$ cat config.mk
export PLATFORM = sky130hd
export DESIGN_NAME = mspg_ram
export DESIGN_NICKNAME = d
export VERILOG_FILES = /design/src/rtl/core/mspg_ram.sv
export SDC_FILE = /design/constraint.sdc
export NUM_CORES = 2
export LEC_CHECK = 0
export BUFFER_PORTS_ARGS = -buffer_cell sky130_fd_sc_hd__clkbuf_2
export CAP_MARGIN = 20
export CORE_ASPECT_RATIO = 1.4
export CORE_UTILIZATION = 35
export DETAILED_ROUTE_END_ITERATION = 8
export GPL_TIMING_DRIVEN = 0
export SLEW_MARGIN = 20
export SYNTH_ARGS = -nofsm -noshare
export SYNTH_HDL_FRONTEND = slang
export SYNTH_SLANG_ARGS = --single-unit
$ cat constraint.sdc
create_clock -name clock -period 4.2 [get_ports clock]
set_input_delay 0.63 -clock clock [delete_from_list [all_inputs] [get_ports clock]]
set_output_delay 0.63 -clock clock [all_outputs]
set_load 0.02 [all_outputs]
$ cat src/rtl/core/mspg_ram.sv
// generic single write port ram with registered read
module mspg_ram #(
   parameter int WIDTH = 32,
   parameter int DEPTH = 64
) (
   input  logic                     clock,
   input  logic                     we,
   input  logic [$clog2(DEPTH)-1:0] waddr,
   input  logic [WIDTH-1:0]         wdata,
   input  logic [$clog2(DEPTH)-1:0] raddr,
   output logic [WIDTH-1:0]         rdata
);
   logic [WIDTH-1:0] mem [DEPTH];

   always_ff @(posedge clock) begin
      if (we) begin
         mem[waddr] <= wdata;
      end
      rdata <= mem[raddr];
   end
endmodule

# == Yosys cells after proc, flatten, opt, wreduce, memory -nomap -nowiden ==
# Memories as Yosys holds them, arrays and structs flattened. A register that Yosys moved wholly into a read port is not among the register bits.
# Cells that the tools add are included.
# Widths: inputs -> output; s select.
# word_totals
mem_count,1
register_bits,0
output_inout_bits,32
mem_bits_rw,2048
# classes
mux,2
# mem_list
memory,words,width,rd,rd_ports_with_merged_regs,write_ports,line_no,source
mem,64,32,1,1,1,13,logic [WIDTH-1:0] mem [DEPTH];
# op_table
cell,n
$mux 1,2

# == Logic depth before layout (Yosys ltp) ==
# depth
depth_word,2
mapped_depth,10

# == Worst setup path after synthesis ==
# No wires, ideal clock.
# synth_timing
kind,input port to flip-flop
startpoint,in waddr[3]
endpoint,mem mem[48][0] (enable)
setup_slack_ns,0.410
setup_time_ns,0.461
t_arrival_ns,3.329
n_path_buf,1
t_required_ns,3.739
cell_stages,4
cell_sequence,clkbuf_1 -> nor2b_1 -> nand4b_1 -> nor3_1
# synth_lines
element,line_no,source
start: declaration,8,"input logic [$clog2(DEPTH)-1:0] waddr,"
end: declaration,13,
# Straight into the memory's write port.

==> results.sh <==
export IMPL_worstSetupEndpoint="rdata[27]"
export IMPL_cp_startpoint="raddr[1]"
export IMPL_crit_fanout=10
export IMPL_synthCells=3324
export IMPL_p_per_area_nw_per_um2=461.1
export IMPL_cts_max_level=4
export IMPL_grt_use_total_pct=21.12
export IMPL_grt_start_max_net_pins=65
export IMPL_drive_gt1_share_pct=30.82
export IMPL_clock_sinks=2080
export IMPL_grt_pass1_wl_mm=325.2
export IMPL_setup_violations=0
export IMPL_power_frac_clock_pct=39.8
export IMPL_worstPathArrival_ps=4750
export IMPL_cts_tree="done"
export IMPL_drv_slew=0
export IMPL_synth_flop_cell="edfxtp_1"
export IMPL_switching_share_pct=22.28
export IMPL_drt_iter0_drc=5023
export IMPL_rrSetupSlack_ps=1440
export IMPL_post_cts_buffers=0
export IMPL_route_detailed_drc=0
export IMPL_wl_per_cell_um=35.53
export IMPL_port_buffers=69
export IMPL_fillers=18972
export IMPL_io_pins=78
export IMPL_yosysTopAreaCellShare_pct=78.33
export IMPL_worst_r2r_startpoint="mem[47][27]"
export IMPL_clk_insertion_delay_late_ps=880
export IMPL_synth_area_top_cells="edfxtp_1 78%, mux4_2 16%, mux2i_1 1.2%, dfxtp_1 0.82%, o22ai_1 0.67%"
export IMPL_firstDrtPassIters=6
export IMPL_dieArea_um2=226300
export IMPL_clk_pin_slew_worst_paths_ps=60
export IMPL_start_kind="primary input"
export IMPL_fin_crit_ps=4150
export IMPL_dp_hpwl_mm=164.0
export IMPL_met1_usage_pct=24.52
export IMPL_nets=3782
export IMPL_die_y_um=562.4
export IMPL_synth_seq_cells=2080
export IMPL_hp_class="primary input to flop"
export IMPL_antenna_found_initial=18
export IMPL_coreArea_um2=222900
export IMPL_p_total_mw=42.52
export IMPL_p_comb_share_pct=6.1
export IMPL_hold_violations=0
export IMPL_clock_root_buffer="clkbuf_16"
export IMPL_netlist_area_um2=78520
export IMPL_synth_top_cell_by_area="edfxtp_1"
export IMPL_synthTopCellsByCount="2,048 x edfxtp_1, 544 x mux4_2, 137 x nor2_1"
export IMPL_cp_end_kind="flop"
export IMPL_worst_r2r_cell_count=5
export IMPL_slew_headroom_pct=19.92
export IMPL_synth_edf_count=2048
export IMPL_fin_area_um2=92230
export IMPL_start_util_pct=35.23
export IMPL_async_flop_share_pct=0
export IMPL_grt_use_met3_pct=4.959
export IMPL_leakage_nw=28.48
export IMPL_synth_net_count=3370
export IMPL_gr_max_usage_layer="met2"
export IMPL_tns_ps=0
export IMPL_num_vias=38741
export IMPL_required_ps=4800
export IMPL_multiInputGateArea_um2=15970
export IMPL_grtUsageMet2_pct=36.41
export IMPL_skew_ps=106.9
export IMPL_max_clock_freq_mhz=241.0
export IMPL_place_congestion=0.9456
export IMPL_cts_made_buffers=198
export IMPL_synthMostInstantiatedCell="edfxtp_1"
export IMPL_vias_per_cell=5.708
export IMPL_grt_setup_unrepaired="false"
export IMPL_holdWs_ps=106.4
export IMPL_worst_pin_slew_ps=1201
export IMPL_synthDistinctLibCells=34
export IMPL_grt_pass1_vias=38820
export IMPL_clockBufferDepth=4
export IMPL_area_growth_synth_to_final_pct=17.46
export IMPL_die_w_um=402.3
export IMPL_max_cap_viol_count=0
export IMPL_path_class="primary input to flop"
export IMPL_final_seq_area_um2=62140
export IMPL_ir_drop_v=0.0003245
export IMPL_num_rows=205
export IMPL_place_area_um2=86240
export IMPL_avgSynthCellArea_um2=23.62
export IMPL_yosysWarnings=0
export IMPL_post_cts_resized=0
export IMPL_power_switching_mw=9.474
export IMPL_internal_power_mw=33.05
export IMPL_final_antenna_net_count=0
export IMPL_status="completed"
export IMPL_seq_area_frac_synth_pct=79.14
export IMPL_hold_buffers=0
export IMPL_worstReg2RegEnd="rdata[27]"
export IMPL_p_seq_share_pct=54.1
export IMPL_post_route_period_util_pct=98.81
export IMPL_globalRouteOverflowTotal=0
export IMPL_wl_mm=241.1
export IMPL_finish_utilization_pct=41.38
## per-layer routing
metal  vias to the layer above  wire length [um]
met1                     21111             83640
li1                      15112                 -
met5                         -                73
met3                       488             21130
met4                        10             14240
met2                      2020            122000
## registers in the layout (all words and copies together), names as in the netlist
| signal | count |
|---|---|
| rdata | 32 |
| mem | 2048 |
## how the worst min path moves through the flow
| stage | to | slack, ps | from | cells past startpoint |
|---|---|---|---|---|
| final | mem[43][27] | 110 | wdata[27] | 1 |
| after global routing | mem[44][27] | 90 | wdata[27] | 1 |
| after CTS | mem[43][27] | 70 | wdata[27] | 1 |
| after detailed placement | mem[43][27] | 980 | wdata[27] | 1 |
| after global placement | rdata[17] | 1000 | mem[12][17] | 4 |
| after floorplan | rdata[17] | 660 | mem[12][17] | 4 |
## layout make-up
cell class	instances	area share, %
Timing Repair Buffer	212	3.922
Buffer	182	0.9876
Clock buffer	243	5.714
Tap cell	2898	3.932
Multi-Input combinational cell	1062	17.31
Antenna cell	8	0.02171
Sequential cell	2080	67.38
Clock inverter	102	0.7353
## critical path, stage by stage
cell and delay, ps:
buf_2 390, buf_2 410, buf_2 390, clkbuf_1 590, buf_2 520, mux2i_1 390, a21oi_1 250, a21oi_1 740
nor2_1 370
## power by group through the flow
stage,registers (mW),clock network (mW),logic [mW]
after global placement,23.5,0,2.42
after global routing,23.0,17.8,2.63
after detailed placement,23.5,0,2.56
after CTS,23.0,17.1,2.56
after floorplan,23.5,0,1.12
final,23.0,16.9,2.58
## through the flow
| step | worst slack [ps] | std cells |
|---|---|---|
| CTS | 216.0 | 6778 |
| finish | 49.93 | 6787 |
| detailed placement | -646.0 | 6433 |
| global route | 162.2 | 6780 |
| global placement | -3471 | 6291 |
| floorplan | 410.2 | 3324 |
## placed cells by master (no fill, tap or decap), types with 4 or more instances in the layout
| cell type | instances |
|---|---|
| a21oi_1 | 62 |
| a22oi_1 | 12 |
| a311oi_1 | 8 |
| a41o_1 | 4 |
| and3_1 | 4 |
| buf_1 | 17 |
| buf_12 | 70 |
| buf_16 | 62 |
| buf_2 | 60 |
| buf_4 | 37 |
| buf_6 | 6 |
| bufinv_16 | 6 |
| clkbuf_1 | 94 |
| clkbuf_16 | 203 |
| clkbuf_2 | 55 |
| clkbuf_4 | 29 |
| clkbuf_8 | 4 |
| clkinv_1 | 44 |
| clkinv_2 | 37 |
| clkinvlp_4 | 7 |
| dfxtp_1 | 32 |
| diode_2 | 8 |
| edfxtp_1 | 2048 |
| mux2i_1 | 93 |
| mux4_2 | 544 |
| nand2_1 | 26 |
| nand2b_1 | 8 |
| nand3_1 | 5 |
| nand3b_1 | 5 |
| nor2_1 | 75 |
| nor2_4 | 62 |
| nor2b_1 | 15 |
| nor3_1 | 5 |
| o221ai_1 | 27 |
| o22ai_1 | 84 |
| o32ai_1 | 4 |
## cells by family after synthesis
| family | share of synthesized area [%] |
|---|---|
| buffers and inverters | 1.128 |
| multiplexers | 16.79 |
| AO/OA/AOI/OAI | 1.673 |
| flip-flops | 79.14 |
| AND/OR/NAND/NOR | 1.265 |
(Power assumes the default switching activity.)
